File: src/rtl/gcb_pkg.sv
// Shared types, constants and the arctangent table for the bearing datapath.
package gcb_pkg;

   // CORDIC iteration count and datapath widths
   localparam int ITER = 30;
   localparam int AW   = 34;   // rotation x/y/z and angle accumulator width
   localparam int VW   = 37;   // vectoring x/y width

   // pi in Q60 and derived fixed-point constants
   localparam logic [63:0] PI_Q60   = 64'h3243F6A8885A308D;
   localparam logic [63:0] PI_Q30_W = (PI_Q60 + 64'h20000000) >> 30;
   localparam logic [31:0] PI_Q30   = PI_Q30_W[31:0];
   localparam logic [63:0] KDEG_W   = PI_Q60 / 64'd1800000000;
   localparam logic [31:0] KDEG     = KDEG_W[31:0];
   localparam logic [31:0] GAIN_Q30 = 32'h26DD3B6A;

   // Angle turns in 1e-7 degree units
   localparam logic signed [33:0] FULL_TURN    = 34'sd3600000000;
   localparam logic signed [33:0] HALF_TURN    = 34'sd1800000000;
   localparam logic signed [33:0] QUARTER_TURN = 34'sd900000000;

   // Compass sector of the target relative to the start
   typedef enum logic [3:0] {
      SEC_NE,
      SEC_SE,
      SEC_SW,
      SEC_NW,
      SEC_N,
      SEC_E,
      SEC_S,
      SEC_W,
      SEC_SAME
   } sector_type;

   // Classified request passed from front to back
   typedef struct packed {
      logic signed [30:0] lat1;
      logic               lat1_neg;
      logic signed [30:0] lat2;
      logic               lat2_neg;
      logic signed [30:0] dlon;
      logic               dlon_neg;
      sector_type         sector;
   } item_type;

   // atan(2^-idx) in Q30, rounded
   function automatic logic signed [AW-1:0] atan_q30(input int idx);
      logic [31:0] v;
      case (idx)
         0:       v = 32'd843314857;
         1:       v = 32'd497837829;
         2:       v = 32'd263043837;
         3:       v = 32'd133525159;
         4:       v = 32'd67021687;
         5:       v = 32'd33543516;
         6:       v = 32'd16775851;
         7:       v = 32'd8388437;
         8:       v = 32'd4194283;
         9:       v = 32'd2097149;
         default: v = 32'd1 << (30 - idx);
      endcase
      return AW'(v);
   endfunction

endpackage

File: src/rtl/gcb_fifo.sv
// Short request queue between the front and back ends.
module gcb_fifo #(
   parameter int DEPTH = 4
) (
   input  logic              clock,
   input  logic              reset,
   input  logic              push,
   input  gcb_pkg::item_type wr_item,
   output logic              full,
   input  logic              pop,
   output gcb_pkg::item_type head,
   output logic              empty
);
   import gcb_pkg::*;

   localparam int PW = (DEPTH > 1) ? $clog2(DEPTH) : 1;
   localparam int CW = $clog2(DEPTH + 1);

   item_type        mem_ff [DEPTH];
   logic [PW-1:0]   wr_ptr_ff, wr_ptr_in;
   logic [PW-1:0]   rd_ptr_ff, rd_ptr_in;
   logic [CW-1:0]   count_ff, count_in;

   assign full  = (count_ff == CW'(DEPTH));
   assign empty = (count_ff == '0);
   assign head  = mem_ff[rd_ptr_ff];

   // Advance pointers and occupancy
   always_comb begin
      wr_ptr_in = wr_ptr_ff;
      rd_ptr_in = rd_ptr_ff;
      if (push) begin
         wr_ptr_in = (wr_ptr_ff == PW'(DEPTH - 1)) ? '0 : wr_ptr_ff + 1'b1;
      end
      if (pop) begin
         rd_ptr_in = (rd_ptr_ff == PW'(DEPTH - 1)) ? '0 : rd_ptr_ff + 1'b1;
      end
      case ({push, pop})
         2'b10:   count_in = count_ff + 1'b1;
         2'b01:   count_in = count_ff - 1'b1;
         default: count_in = count_ff;
      endcase
   end

   always_ff @(posedge clock) begin
      if (reset) begin
         wr_ptr_ff <= '0;
         rd_ptr_ff <= '0;
         count_ff  <= '0;
      end else begin
         wr_ptr_ff <= wr_ptr_in;
         rd_ptr_ff <= rd_ptr_in;
         count_ff  <= count_in;
      end
   end

   // Store the request
   always_ff @(posedge clock) begin
      if (push) begin
         mem_ff[wr_ptr_ff] <= wr_item;
      end
   end

   a_no_overflow: assert property (@(posedge clock) disable iff (reset)
      push |-> !full)
      else $error("queue written while full");

   a_no_underflow: assert property (@(posedge clock) disable iff (reset)
      pop |-> !empty)
      else $error("queue read while empty");

endmodule

File: config.mk
export PLATFORM = sky130hd
export DESIGN_NAME = gcb_fifo
export DESIGN_NICKNAME = d
export VERILOG_FILES = /design/src/rtl/gcb_pkg.sv /design/src/rtl/gcb_fifo.sv
export SDC_FILE = /design/constraint.sdc
export NUM_CORES = 1
export LEC_CHECK = 0
export BUFFER_PORTS_ARGS = -buffer_cell sky130_fd_sc_hd__buf_2
export CAP_MARGIN = 10
export CORE_MARGIN = 2
export CORE_UTILIZATION = 40
export CTS_CLUSTER_DIAMETER = 30
export CTS_CLUSTER_SIZE = 24
export DETAILED_ROUTE_END_ITERATION = 8
export PLACE_DENSITY = 0.55
export SLEW_MARGIN = 5
export SYNTH_ARGS = -nofsm -noshare
export SYNTH_HDL_FRONTEND = slang
export SYNTH_SLANG_ARGS = --single-unit
File: constraint.sdc
create_clock -name clock -period 4.1 [get_ports clock]
set_input_delay 0.205 -clock clock [delete_from_list [all_inputs] [get_ports clock]]
set_output_delay 0.205 -clock clock [all_outputs]
set_load 0.01 [all_outputs]
==> metrics <==
status=complete, no violations; Max Fclk=0.357 GHz; largest net degree at the start of global routing=65; Comb pwr share=6.4%; final core utilization=55.5%; WP data required=3.89 ns; # DRC=0; crit-path leading delay family=buffers and inverters; CP Launch Type=flip-flop; design internal power=9.82 mW; Clock power frac=54.6%; Min Clock Period, post-route=2.80 ns; design area=20,400 sq um; via count=7,310; Cell variety after synth=20; synthesis warning total=0; Synth Instances=570; Fin Setup TNS=0 ns; htree depth=3; CP max stage cell=dfxtp_4; first-pass GRT wire length=46,200 um; CP Capture Type=output port; slew margin rel.=28.3%; CP max stage delay=0.70 ns; RSZ-0062 raised after global routing=no; Total GRT Usage=15.8%; CP Class=reg2out; worst setup margin=1.30 ns; Sink Count=409; Hold Fails Final Rpt=0; I/O pins=206; dpl ws=1.78 ns; FF+latch count, synth=409; post-synthesis sequential area ratio=81.4%; Die Area=39,000 sq um; Reg clk slew, reported paths=0.04 ns; mean routed wirelength per cell=20.1 um; CTS Buffer Depth=3; PD cells=609 nW/um^2; MaxCap Viol Count=0; measured slew at the worst slew-check pin=1.08 ns; Initial Util=40.7%; fin. max-slew vios=0; antenna viol nets, final=0; Yosys top cell by area=edfxtp_1; Fillers=2,807; top cell type's share of synthesized area=80.2%; Core Area=36,800 sq um; GRT overflow=0; share of cells above drive strength 1=44.7%; CTS buffer count=85; static leakage=7.13 nW; dpl cell area=16,500 sq um; part of the cycle the worst path needs=68.3%; Net Switching=2.62 mW; # resized after CTS=0; # setup viols final=0; Worst Hold Class=in2reg; chip height=198 um; switching part of the total=21.1%; initial antenna violation count=2; ranking of synthesized cells by area=edfxtp_1 80%, mux4_2 15%, buf_12 1.3%; drt via density=4.91; Initial DRC Count=329; Max VDD drop=0.000372 V; vias in the first global route=8,201; mapped cell area=15,000 sq um; RePlAce Congestion=0.704; Reg2Reg Setup Slack=1.99 ns; Worst Clk Skew=0.0236 ns; CP Buf/Inv Count=2; worst path cell trace=buf_4 -> mux4_2 -> buf_2; Post-Syn Nets=681; Layout Nets=1,060; Crit path arrival time=2.60 ns; Reg power frac=39.0%; clk_lat worst skew=0.59 ns; Area Growth Syn to Fin=36.3%; Avg Inst Size Synth=26.3 sq um; Root Buffer=clkbuf_16; Port Buffers=205; HPWL after DPL=16,900 um; CP max FO=27; DRT Pass-1 Iters=4; total routed wirelength=29,900 um; CTS tree=built; Die Width=198 um; row count=70
-- cells by family (layout without fill, tap and decap cells) --
family / count (synthesis) / after routing / synth area share, %
xor+xnor: 2 / 2 / 0.117
flops: 409 / 409 / 81.4
other cells: 0 / 2 / 0
buf+inv: 29 / 478 / 1.95
compound gates: 5 / 5 / 0.167
mux: 102 / 102 / 15.2
fa+ha+maj: 7 / 7 / 0.635
simple gates: 16 / 16 / 0.560
-- cell usage in the layout, fill, tap and decap left out, types with 7 or more instances in the layout --
cell / count
nor2_1: 7
mux4_2: 100
clkbuf_1: 10
buf_2: 205
dlygate4sd3_1: 102
edfxtp_1: 400
clkinv_1: 10
dfxtp_1: 7
bufinv_16: 12
clkinvlp_4: 9
clkbuf_16: 87
inv_1: 7
clkinv_2: 16
-- cells in the mapped netlist --
cell type / count
nor3_1: 1
edfxtp_1: 400
buf_12: 10
nor3b_1: 2
o21ai_0: 1
buf_6: 1
ha_1: 6
buf_2: 10
buf_1: 1
nor2_1: 7
fa_1: 1
dfxtp_1: 9
and2_1: 4
xor2_1: 2
or3_1: 1
a21oi_1: 4
mux2i_1: 2
and3_1: 1
inv_1: 7
mux4_2: 100
-- metal layers --
metal / GRT usage, % / vias to the layer above / wire length (um) / share of wire [%]
li1: - / 3256 / - / -
met1: 19.3 / 3794 / 12300 / 41
met2: 26.5 / 209 / 15300 / 51
met3: 4.44 / 51 / 1670 / 5.6
met4: 6.77 / 0 / 657 / 2.2
met5: 0 / - / 0 / 0
-- stage by stage --
step           total power, mW  hold WS, ns  cells
6_report                  12.4       0.0356   1489
4_1_cts                   12.6      0.00143   1487
3_5_place_dp              5.66        0.422   1228
5_1_grt                   12.9       0.0583   1488
3_3_place_gp              5.63        0.412   1228
2_1_floorplan             5.35        0.274    570
-- worst reg2reg max path, cell delays in order, from the launching register on --
cell and delay, ns:
dfxtp_1 0.39, ha_1 0.17, and2_4 0.83, buf_12 0.36
-- cell type report --
cell class	count	area, sq um	area share (%)
Tap cell	468	586	2.87
Antenna cell	2	5.00	0.0245
Sequential cell	409	12200	59.8
Inverter	7	26.3	0.129
Clock buffer	97	2210	10.8
Clock inverter	60	707	3.46
Multi-Input combinational cell	132	2500	12.3
Timing Repair Buffer	314	2170	10.7
-- state kept, by name, summed over array words and instances (netlist names), named ones only --
name and cells:
count_ff 3, mem_ff 400, rd_ptr_ff 2, wr_ptr_ff 2
-- power groups by stage --
stage | Combinational, mW | Clock (mW) | Sequential, mW
after floorplan | 0.454 | 0 | 4.90
after global placement | 0.719 | 0 | 4.91
after detailed placement | 0.736 | 0 | 4.93
after CTS | 0.820 | 6.94 | 4.85
after global routing | 0.864 | 7.16 | 4.86
final | 0.796 | 6.79 | 4.85
-- repair_timing --
item,CTS,global route
endpoints found under the hold margin,409,0
hold buffers,102,0
buffers inserted,0,0
setup endpoints to repair,0,0
-- worst paths after layout --
| path | startpoint | depth (start not counted) | end |
|---|---|---|---|
| min | pop | 4 | rd_ptr_ff[0] |
| max | flip-flop | 3 | head[19] |
| min reg2reg | count_ff[1] | 2 | count_ff[1] |
| max reg2reg | wr_ptr_ff[0] | 3 | mem_ff[1][20] |
No activity file was read; power rests on OpenSTA's default activity.
