`src/rtl/gcb_pkg.sv`:
```
// Shared types, constants and the arctangent table for the bearing datapath.
package gcb_pkg;

   // CORDIC iteration count and datapath widths
   localparam int ITER = 30;
   localparam int AW   = 34;   // rotation x/y/z and angle accumulator width
   localparam int VW   = 37;   // vectoring x/y width

   // pi in Q60 and derived fixed-point constants
   localparam logic [63:0] PI_Q60   = 64'h3243F6A8885A308D;
   localparam logic [63:0] PI_Q30_W = (PI_Q60 + 64'h20000000) >> 30;
   localparam logic [31:0] PI_Q30   = PI_Q30_W[31:0];
   localparam logic [63:0] KDEG_W   = PI_Q60 / 64'd1800000000;
   localparam logic [31:0] KDEG     = KDEG_W[31:0];
   localparam logic [31:0] GAIN_Q30 = 32'h26DD3B6A;

   // Angle turns in 1e-7 degree units
   localparam logic signed [33:0] FULL_TURN    = 34'sd3600000000;
   localparam logic signed [33:0] HALF_TURN    = 34'sd1800000000;
   localparam logic signed [33:0] QUARTER_TURN = 34'sd900000000;

   // Compass sector of the target relative to the start
   typedef enum logic [3:0] {
      SEC_NE,
      SEC_SE,
      SEC_SW,
      SEC_NW,
      SEC_N,
      SEC_E,
      SEC_S,
      SEC_W,
      SEC_SAME
   } sector_type;

   // Classified request passed from front to back
   typedef struct packed {
      logic signed [30:0] lat1;
      logic               lat1_neg;
      logic signed [30:0] lat2;
      logic               lat2_neg;
      logic signed [30:0] dlon;
      logic               dlon_neg;
      sector_type         sector;
   } item_type;

   // atan(2^-idx) in Q30, rounded
   function automatic logic signed [AW-1:0] atan_q30(input int idx);
      logic [31:0] v;
      case (idx)
         0:       v = 32'd843314857;
         1:       v = 32'd497837829;
         2:       v = 32'd263043837;
         3:       v = 32'd133525159;
         4:       v = 32'd67021687;
         5:       v = 32'd33543516;
         6:       v = 32'd16775851;
         7:       v = 32'd8388437;
         8:       v = 32'd4194283;
         9:       v = 32'd2097149;
         default: v = 32'd1 << (30 - idx);
      endcase
      return AW'(v);
   endfunction

endpackage

```
`src/rtl/gcb_front.sv`:
```
// Front end: accepts requests, classifies the sector and reduces the angles.
module gcb_front (
   input  logic                  clock,
   input  logic                  reset,
   input  logic                  req_valid,
   output logic                  req_stall,
   input  logic signed [30:0]    req_from_lat,
   input  logic signed [31:0]    req_from_lon,
   input  logic signed [30:0]    req_to_lat,
   input  logic signed [31:0]    req_to_lon,
   input  logic                  fifo_full,
   output logic                  push,
   output gcb_pkg::item_type     item
);
   import gcb_pkg::*;

   logic              v_ff [4];
   logic              v_in [4];
   logic              adv;
   sector_type        sec_ff [4];
   sector_type        sec_in;
   logic signed [33:0] a0_ff [3];
   logic signed [33:0] a1_ff [3];
   logic signed [33:0] a2_ff [3];
   logic signed [30:0] a3_ff [3];
   logic              n3_ff [3];

   // Freeze the whole front while the last stage cannot hand off
   assign adv       = !(v_ff[3] && fifo_full);
   assign req_stall = !adv;
   assign push      = v_ff[3] && !fifo_full;

   // Classify the request by raw coordinate comparison
   always_comb begin
      if (req_to_lat == req_from_lat && req_to_lon == req_from_lon) begin
         sec_in = SEC_SAME;
      end else if (req_to_lon > req_from_lon) begin
         if (req_to_lat > req_from_lat)      sec_in = SEC_NE;
         else if (req_to_lat < req_from_lat) sec_in = SEC_SE;
         else                                sec_in = SEC_E;
      end else if (req_to_lon < req_from_lon) begin
         if (req_to_lat > req_from_lat)      sec_in = SEC_NW;
         else if (req_to_lat < req_from_lat) sec_in = SEC_SW;
         else                                sec_in = SEC_W;
      end else begin
         sec_in = (req_to_lat > req_from_lat) ? SEC_N : SEC_S;
      end
   end

   // Advance stage valids
   always_comb begin
      v_in[0] = adv ? req_valid : v_ff[0];
      for (int k = 1; k < 4; k++) begin
         v_in[k] = adv ? v_ff[k-1] : v_ff[k];
      end
   end

   always_ff @(posedge clock) begin
      if (reset) begin
         for (int k = 0; k < 4; k++) begin
            v_ff[k] <= 1'b0;
         end
      end else begin
         for (int k = 0; k < 4; k++) begin
            v_ff[k] <= v_in[k];
         end
      end
   end

   // Angle reduction: remainder, wrap into (-180, 180], fold beyond +-90
   always_ff @(posedge clock) begin
      if (adv) begin
         a0_ff[0]  <= 34'(req_from_lat);
         a0_ff[1]  <= 34'(req_to_lat);
         a0_ff[2]  <= 34'(req_to_lon) - 34'(req_from_lon);
         sec_ff[0] <= sec_in;
         for (int k = 1; k < 4; k++) begin
            sec_ff[k] <= sec_ff[k-1];
         end
         for (int j = 0; j < 3; j++) begin
            if (a0_ff[j] >= FULL_TURN)       a1_ff[j] <= a0_ff[j] - FULL_TURN;
            else if (a0_ff[j] <= -FULL_TURN) a1_ff[j] <= a0_ff[j] + FULL_TURN;
            else                             a1_ff[j] <= a0_ff[j];

            if (a1_ff[j] > HALF_TURN)        a2_ff[j] <= a1_ff[j] - FULL_TURN;
            else if (a1_ff[j] <= -HALF_TURN) a2_ff[j] <= a1_ff[j] + FULL_TURN;
            else                             a2_ff[j] <= a1_ff[j];

            if (a2_ff[j] > QUARTER_TURN) begin
               a3_ff[j] <= 31'(a2_ff[j] - HALF_TURN);
               n3_ff[j] <= 1'b1;
            end else if (a2_ff[j] < -QUARTER_TURN) begin
               a3_ff[j] <= 31'(a2_ff[j] + HALF_TURN);
               n3_ff[j] <= 1'b1;
            end else begin
               a3_ff[j] <= 31'(a2_ff[j]);
               n3_ff[j] <= 1'b0;
            end
         end
      end
   end

   assign item.lat1     = a3_ff[0];
   assign item.lat1_neg = n3_ff[0];
   assign item.lat2     = a3_ff[1];
   assign item.lat2_neg = n3_ff[1];
   assign item.dlon     = a3_ff[2];
   assign item.dlon_neg = n3_ff[2];
   assign item.sector   = sec_ff[3];

endmodule

```
`config.mk`:
```
export PLATFORM = sky130hd
export DESIGN_NAME = gcb_front
export DESIGN_NICKNAME = d
export VERILOG_FILES = /design/src/rtl/gcb_pkg.sv /design/src/rtl/gcb_front.sv
export SDC_FILE = /design/constraint.sdc
export NUM_CORES = 1
export LEC_CHECK = 0
export BUFFER_PORTS_ARGS = -buffer_cell sky130_fd_sc_hd__buf_2
export CAP_MARGIN = 5
export CORE_MARGIN = 2
export CORE_UTILIZATION = 40
export DETAILED_ROUTE_END_ITERATION = 16
export PLACE_DENSITY = 0.55
export SETUP_SLACK_MARGIN = 0.2
export SLEW_MARGIN = 20
export SYNTH_ARGS = -nofsm -noshare
export SYNTH_HDL_FRONTEND = slang
export SYNTH_SLANG_ARGS = --single-unit
```
`constraint.sdc`:
```
create_clock -name clock -period 8.7 [get_ports clock]
set_input_delay 0.435 -clock clock [delete_from_list [all_inputs] [get_ports clock]]
set_output_delay 0.435 -clock clock [all_outputs]
set_load 0.05 [all_outputs]
```
==> results of run 1 <==
[flip-flops by register name, indices dropped and copies added, names as in the netlist]
register / cells
a1_ff: 102
a2_ff: 102
a0_ff: 95
a3_ff: 93
sec_ff: 16
v_ff: 4
n3_ff: 3
[worst reg2reg max path: stages, from the launching register on]
cell and delay [ps]:
edfxtp_1 480, nand4_1 120, or4b_4 530, nor4_4 260, a21oi_1 120, a21oi_2 200
nor2b_1 760, inv_1 520, ha_1 450, a211oi_1 280, o211ai_1 170, a32o_1 320
a41oi_2 300, o21ai_1 150, a31oi_1 350, o21ai_1 140, mux2i_1 140, xor2_1 160
[power groups by stage]
stage                     registers (W)  logic (W)  clock network (W)
after floorplan                 0.00380    0.00243                  0
after global placement          0.00343    0.00359                  0
after detailed placement        0.00345    0.00362                  0
after CTS                       0.00341    0.00365            0.00207
after global routing            0.00350    0.00403            0.00215
final                           0.00341    0.00364            0.00201
[metal layers]
metal | up-vias | part of all wire | global-route usage
met4 | 10 | 0.022 | 0.05006
met5 | - | 0.00098 | 0
met3 | 98 | 0.063 | 0.04093
met1 | 8999 | 0.47 | 0.2603
li1 | 9565 | - | -
met2 | 500 | 0.45 | 0.2950
[through the flow]
stage	worst slack, ps	hold WS [ps]	total power [W]
final	2968	37.47	0.009065
after floorplan	1154	400.3	0.006226
after global placement	3104	404.3	0.007026
after global routing	2325	7.507	0.009681
after detailed placement	3010	405.2	0.007072
after CTS	2953	1.016	0.009131
[worst max path at each step]
stage / start / to / slack, ps / depth (start not counted)
2_1_floorplan: fifo_full / a1_ff[0][0]$_DFFE_PP_ / 1150 / 1
3_3_place_gp: a2_ff[0][9]$_DFFE_PP_ / a3_ff[0][30]$_DFFE_PP_ / 3100 / 17
3_5_place_dp: a2_ff[0][9]$_DFFE_PP_ / a3_ff[0][30]$_DFFE_PP_ / 3010 / 17
4_1_cts: a2_ff[0][9]$_DFFE_PP_ / a3_ff[0][30]$_DFFE_PP_ / 2950 / 17
5_1_grt: a2_ff[0][9]$_DFFE_PP_ / a3_ff[0][30]$_DFFE_PP_ / 2330 / 17
6_report: a1_ff[0][29]$_DFFE_PP_ / a2_ff[0][33]$_DFFE_PP_ / 2970 / 17
[kinds of logic (layout without fill, tap and decap cells)]
logic type	count (synthesis)	after routing	synth area share
DFF	415	415	0.4871
AOI/OAI and AO/OA	690	690	0.1757
buffers and inverters	220	494	0.03506
and+or+nand+nor	702	702	0.1383
muxes	23	23	0.009869
xor gates and xnor gates	211	211	0.07252
other	0	6	0
adders and majority gates	163	163	0.08151
[final cells by class]
class | instances | area share
diodes | 6 | 0.0005114
repair buffers | 275 | 0.05387
inverters | 131 | 0.01675
well taps | 846 | 0.03606
clock buffers | 60 | 0.04206
clock inverters | 28 | 0.01240
flip-flops and latches | 415 | 0.4228
multi-input cells | 1789 | 0.4156
[cell usage in the layout (no fill, tap or decap), drive strengths merged, types with 17 or more instances in the layout]
cell,instances
edfxtp,410
buf,242
a21oi,211
nand2,194
nor2,162
ha,158
o21ai,150
inv,133
xnor2,116
xor2,95
nor3,68
a21o,67
clkbuf,60
nand3,39
nand4,37
a211oi,36
dlygate4sd3,33
nand2b,30
a31oi,26
nor4,26
and3,25
nor2b,24
o21a,23
o21bai,23
o31ai,19
mux2,17
clkinv,17
==> flow_summary.ini, run 1 <==
[detailed_routing]
via_count = 19170
firstDrtPassIters = 5
wl_mm = 62.27
drc = 0
ant_nets = 0
vias_per_cell = 5.401
drt_iter0_markers = 1205
routedWlPerCell_um = 17.54

[worst_setup_path]
worst-path-buf-inv = 1
critPathTopFamily = compound AO/OA/AOI/OAI gates
path_cells = nand4_1 -> or4b_4 -> nor4_4 -> a21oi_1 -> a21oi_2 -> nor2b_1 -> inv_1 -> ha_1 -> a211oi_1 -> o211ai_1 -> a32o_1 -> a41oi_2 -> o21ai_1 -> a31oi_1 -> o21ai_1 -> mux2i_1 -> xor2_1
rr_endpoint = a2_ff[0][33]$_DFFE_PP_
path_common_cell = o21ai_1
rr_startpoint = a1_ff[0][29]$_DFFE_PP_
rrSetupSlack_ps = 2970
crit_path_top_delay_cell = nor2b_1
required_ps = 9050
worstPathArrival_ps = 6080
rr_worst_depth = 17
cp-end-kind = flop
slowest_delay_ps = 760
cp-start-kind = flop
worst-path-max-fanout = 13
critical_path_class = flop to flop

[cts]
clk_pin_slew_ps = 60
clkSinkCount = 415
clkLatencyLatePin_ps = 620
h-tree-depth = 2
root_buffer = clkbuf_16
hold_buffers = 33
cts_buffer_depth = 3
cts_tree = yes
cts_buffers = 47
cts_resized = 0
post-cts-setup-buffers = 0

[hold_path]
min_path_cells = 1
hp-class = input port to flop
holdPathEnd = a0_ff[0][55]$_DFFE_PN_
min_from = req_to_lat[21]

[placed_design]
hpwl_mm = 47.10
io_buffers = 231
place_area_um2 = 27410
dpl.cell_count = 3423
place_congestion = 0.9118

[global_routing]
grt_pass1_vias = 18420
grt_remaining_overflow = 0
antenna_found_initial = 11
grt_max_degree = 170
grt_pass1_wl_mm = 99.75
grt_usage = 0.1871

[yosys]
synthCells = 2424
synthMostInstantiatedCell = edfxtp_1
ys_warn_count = 0
netlist_top_cells_area = edfxtp_1, ha_1, a21oi_1
ys_async_sr_fraction = 0
synth_area_per_cell_um2 = 10.51
yosysSeqAreaShare = 0.4871
ys_ff_latch = 415
synth_common_cells = edfxtp_1, a21oi_1, nand2_1
synth-edff-count = 410
synth_top_area_frac = 0.4832
synthFlopType = edfxtp_1
yosysTopAreaCell = edfxtp_1
yosysUniqueCellTypes = 92
syn_area_um2 = 25480
synth_nets = 2717

[timing]
max-slew-margin-rel = 0.2804
period_needed_ps = 5732
tightestPinTransition_ps = 1074
finalSetupViolCount = 0
rsz0062_at_grt = false
clock_skew_ps = 50.42
timing.final.crit_share = 0.6589
hold_viol_final = 0
final-max-slew-violation-count = 0
finalSetupTns_ps = 0
clock.fmax_ghz = 0.1745

[die]
die_h_um = 256.4
num_rows = 92
initial_core_util = 0.4040
core-area_um2 = 63080
die_w_um = 256.4
dieArea_um2 = 65740
io_pins = 232

[cells_and_area]
instances_no_fill = 3550
syn_to_final_growth_pct = 15.21
ff_latch_area_um2 = 12410
drive_above_1_share = 0.1420
final_cell_area_um2 = 29360
multi_input_area_um2 = 12200
fill_cells = 5865
final_util = 0.4654
nets = 2952

[run]
max_cap_viol_count = 0

[pwr]
p_comb_frac = 0.401
sw_frac_of_total = 0.4002
clkPwrFrac = 0.222
p_int_w = 0.005437
leakage_nw = 11.83
p_seq_frac = 0.377
peakVddDrop_v = 0.0001419
power.switching_w = 0.003628
power.density_nw_per_um2 = 308.8

[outcome]
status = completed
No activity file was read; power rests on OpenSTA's default activity.
==> inputs of run 2 (changes only) <==
- PLACE_DENSITY: 0.55 -> 0.58
- clock period: 8.7 -> 4.6 ns (I/O delays scaled with it)
==> run 2 against run 1 <==
Net effect: global-route usage is 0.082 points higher; critical path depth is 2 lower; first-iteration DRC count is 12% lower; fmax is 33% higher; sequential power is 88% higher; wire length is 2.2% higher; die area stayed put; clock-buffer cell count is 9 lower; final cell count is 3.5% higher; critical path type unchanged; largest cell class is now multi-input gates; largest power group unchanged; highest routed layer is now met4.
==> flow_summary.ini, run 2 (same netlist as run 1, synthesis figures left out) <==
[outcome]
status = completed

[cells_and_area]
fill_cells = 5819
largest_registers = a1_ff (102), a2_ff (102), a0_ff (95)
final_cell_mix = edfxtp_1, buf_2, a21oi_1
drive_above_1_share = 0.1950
final_common_cell = edfxtp_1
nets = 3086
syn_to_final_growth_pct = 20.97

[timing]
rsz0062_at_grt = true
clock.fmax_ghz = 0.2328
max-slew-margin-rel = 0.3388
hold_viol_final = 0
timing.final.crit_share = 0.9338
tightestPinTransition_ps = 978.0
finalSetupViolCount = 0
final-max-slew-violation-count = 0
period_needed_ps = 4295
layout_setup_ws_ps = 304.6
clock_skew_ps = 39.92

[cts]
h-tree-depth = 2
clkSinkCount = 415
clkLatencyLatePin_ps = 620
root_buffer = clkbuf_16
cts_tree = yes
clk_pin_slew_ps = 60
cts_buffers = 47
cts_buffer_depth = 3

[pwr]
leakage_nw = 12.47
power.density_nw_per_um2 = 566.1
total_power_w = 0.01745
peakVddDrop_v = 0.0002708

[worst_setup_path]
slowest_delay_ps = 680
cp-start-kind = flop
worst-path-max-fanout = 7
cp-end-kind = flop
rrSetupSlack_ps = 300
crit_path_top_delay_cell = or4b_2
path_cells = buf_4 -> or4b_2 -> nor4_4 -> a211oi_2 -> or3_4 -> ha_1 -> a211o_1 -> a21oi_2 -> a221oi_2 -> o21a_1 -> o21a_1 -> a21oi_2 -> a21oi_1 -> or3b_1 -> a41oi_1
critical_path_class = flop to flop
required_ps = 5020
worstPathArrival_ps = 4720

[global_routing]
grt_pass1_vias = 18920
grt_remaining_overflow = 0
grt_pass1_wl_mm = 100.8
grt_max_degree = 145
grt_usage = 0.1879
antenna_found_initial = 4

[detailed_routing]
routedWlPerCell_um = 17.33
vias_per_cell = 5.372
drc = 0
firstDrtPassIters = 5
via_count = 19740
ant_nets = 0
drt_iter0_markers = 1055
wl_mm = 63.67

[die]
dieArea_um2 = 65740
die_w_um = 256.4
io_pins = 232
core-area_um2 = 63080
initial_core_util = 0.4040
num_rows = 92
die_h_um = 256.4

[placed_design]
hpwl_mm = 47.28
io_buffers = 231
place_congestion = 0.8968
pre_cts_slack_ps = -128.4

[run]
max_cap_viol_count = 0

[hold_path]
hp-class = input port to flop
==> run 2: report_power, final <==
| group | leakage [nW] | internal (W) | switching [W] |
|---|---|---|---|
| Sequential | 4.38 | 0.00548 | 0.000933 |
| Clock | 0.703 | 0.00201 | 0.00161 |
| Combinational | 7.38 | 0.00290 | 0.00452 |
==> run 2: cell type report <==
cell class,instances,area (um2),share of cell area
multi-input combinational,1790,12680,0.4113
clock inverter,30,291.5,0.009457
sequential,415,12410,0.4026
tap,846,1059,0.03434
antenna,4,10.01,0.0003247
timing repair buffer,408,2681,0.08698
inverter,131,501.7,0.01628
clock buffer,51,1191,0.03864
==> run 2: metal layers <==
metal  global-route usage  part of all wire  vias up
met1               0.2621              0.47     9333
met4              0.05927             0.024        0
li1                     -                 -     9837
met2               0.3011              0.46      474
met3              0.02837             0.048       97
met5                    0                 0        -
==> run 2: timing repair <==
item	CTS	global route
gates cloned	1	0
setup endpoints to repair	19	33
hold buffers	64	0
buffers inserted	1	23
endpoints found under the hold margin	66	0
pin swaps	4	29
resized for setup	22	78
==> run 2: worst max-delay path: cells and delay by family, from the launching register on <==
| kind | cells | cell delay, ps |
|---|---|---|
| and+or+nand+nor | 4 | 1640 |
| AOI/OAI and AO/OA | 9 | 1540 |
| DFF | 1 | 390 |
| adders and majority gates | 1 | 320 |
| buffers and inverters | 1 | 190 |
==> run 2: worst paths after layout <==
path | startpoint | end | cells past startpoint
setup / recovery | a1_ff[1][10]$_DFFE_PP_ | a2_ff[1][25]$_DFFE_PP_ | 15
hold / removal | req_from_lon[0] | a0_ff[0][68]$_DFFE_PN_ | 3
setup reg to reg | a1_ff[1][10]$_DFFE_PP_ | a2_ff[1][25]$_DFFE_PP_ | 15
hold reg to reg | sec_ff[2][3]$_DFFE_PN_ | sec_ff[3][3]$_DFFE_PN_ | 0
==> run 2: through the flow <==
step                cell area [um2]  hold WS, ps  cells  setup TNS (ps)  utilization
finish                        30830        72.95   3675               0       0.4887
global route                  30830        85.32   3675               0       0.4887
CTS                           30250        39.27   3648               0       0.4796
detailed placement            28030        404.5   3501          -160.4       0.4443
global placement              28030        402.5   3501               0       0.4443
floorplan                     25500        299.1   2424               0            -
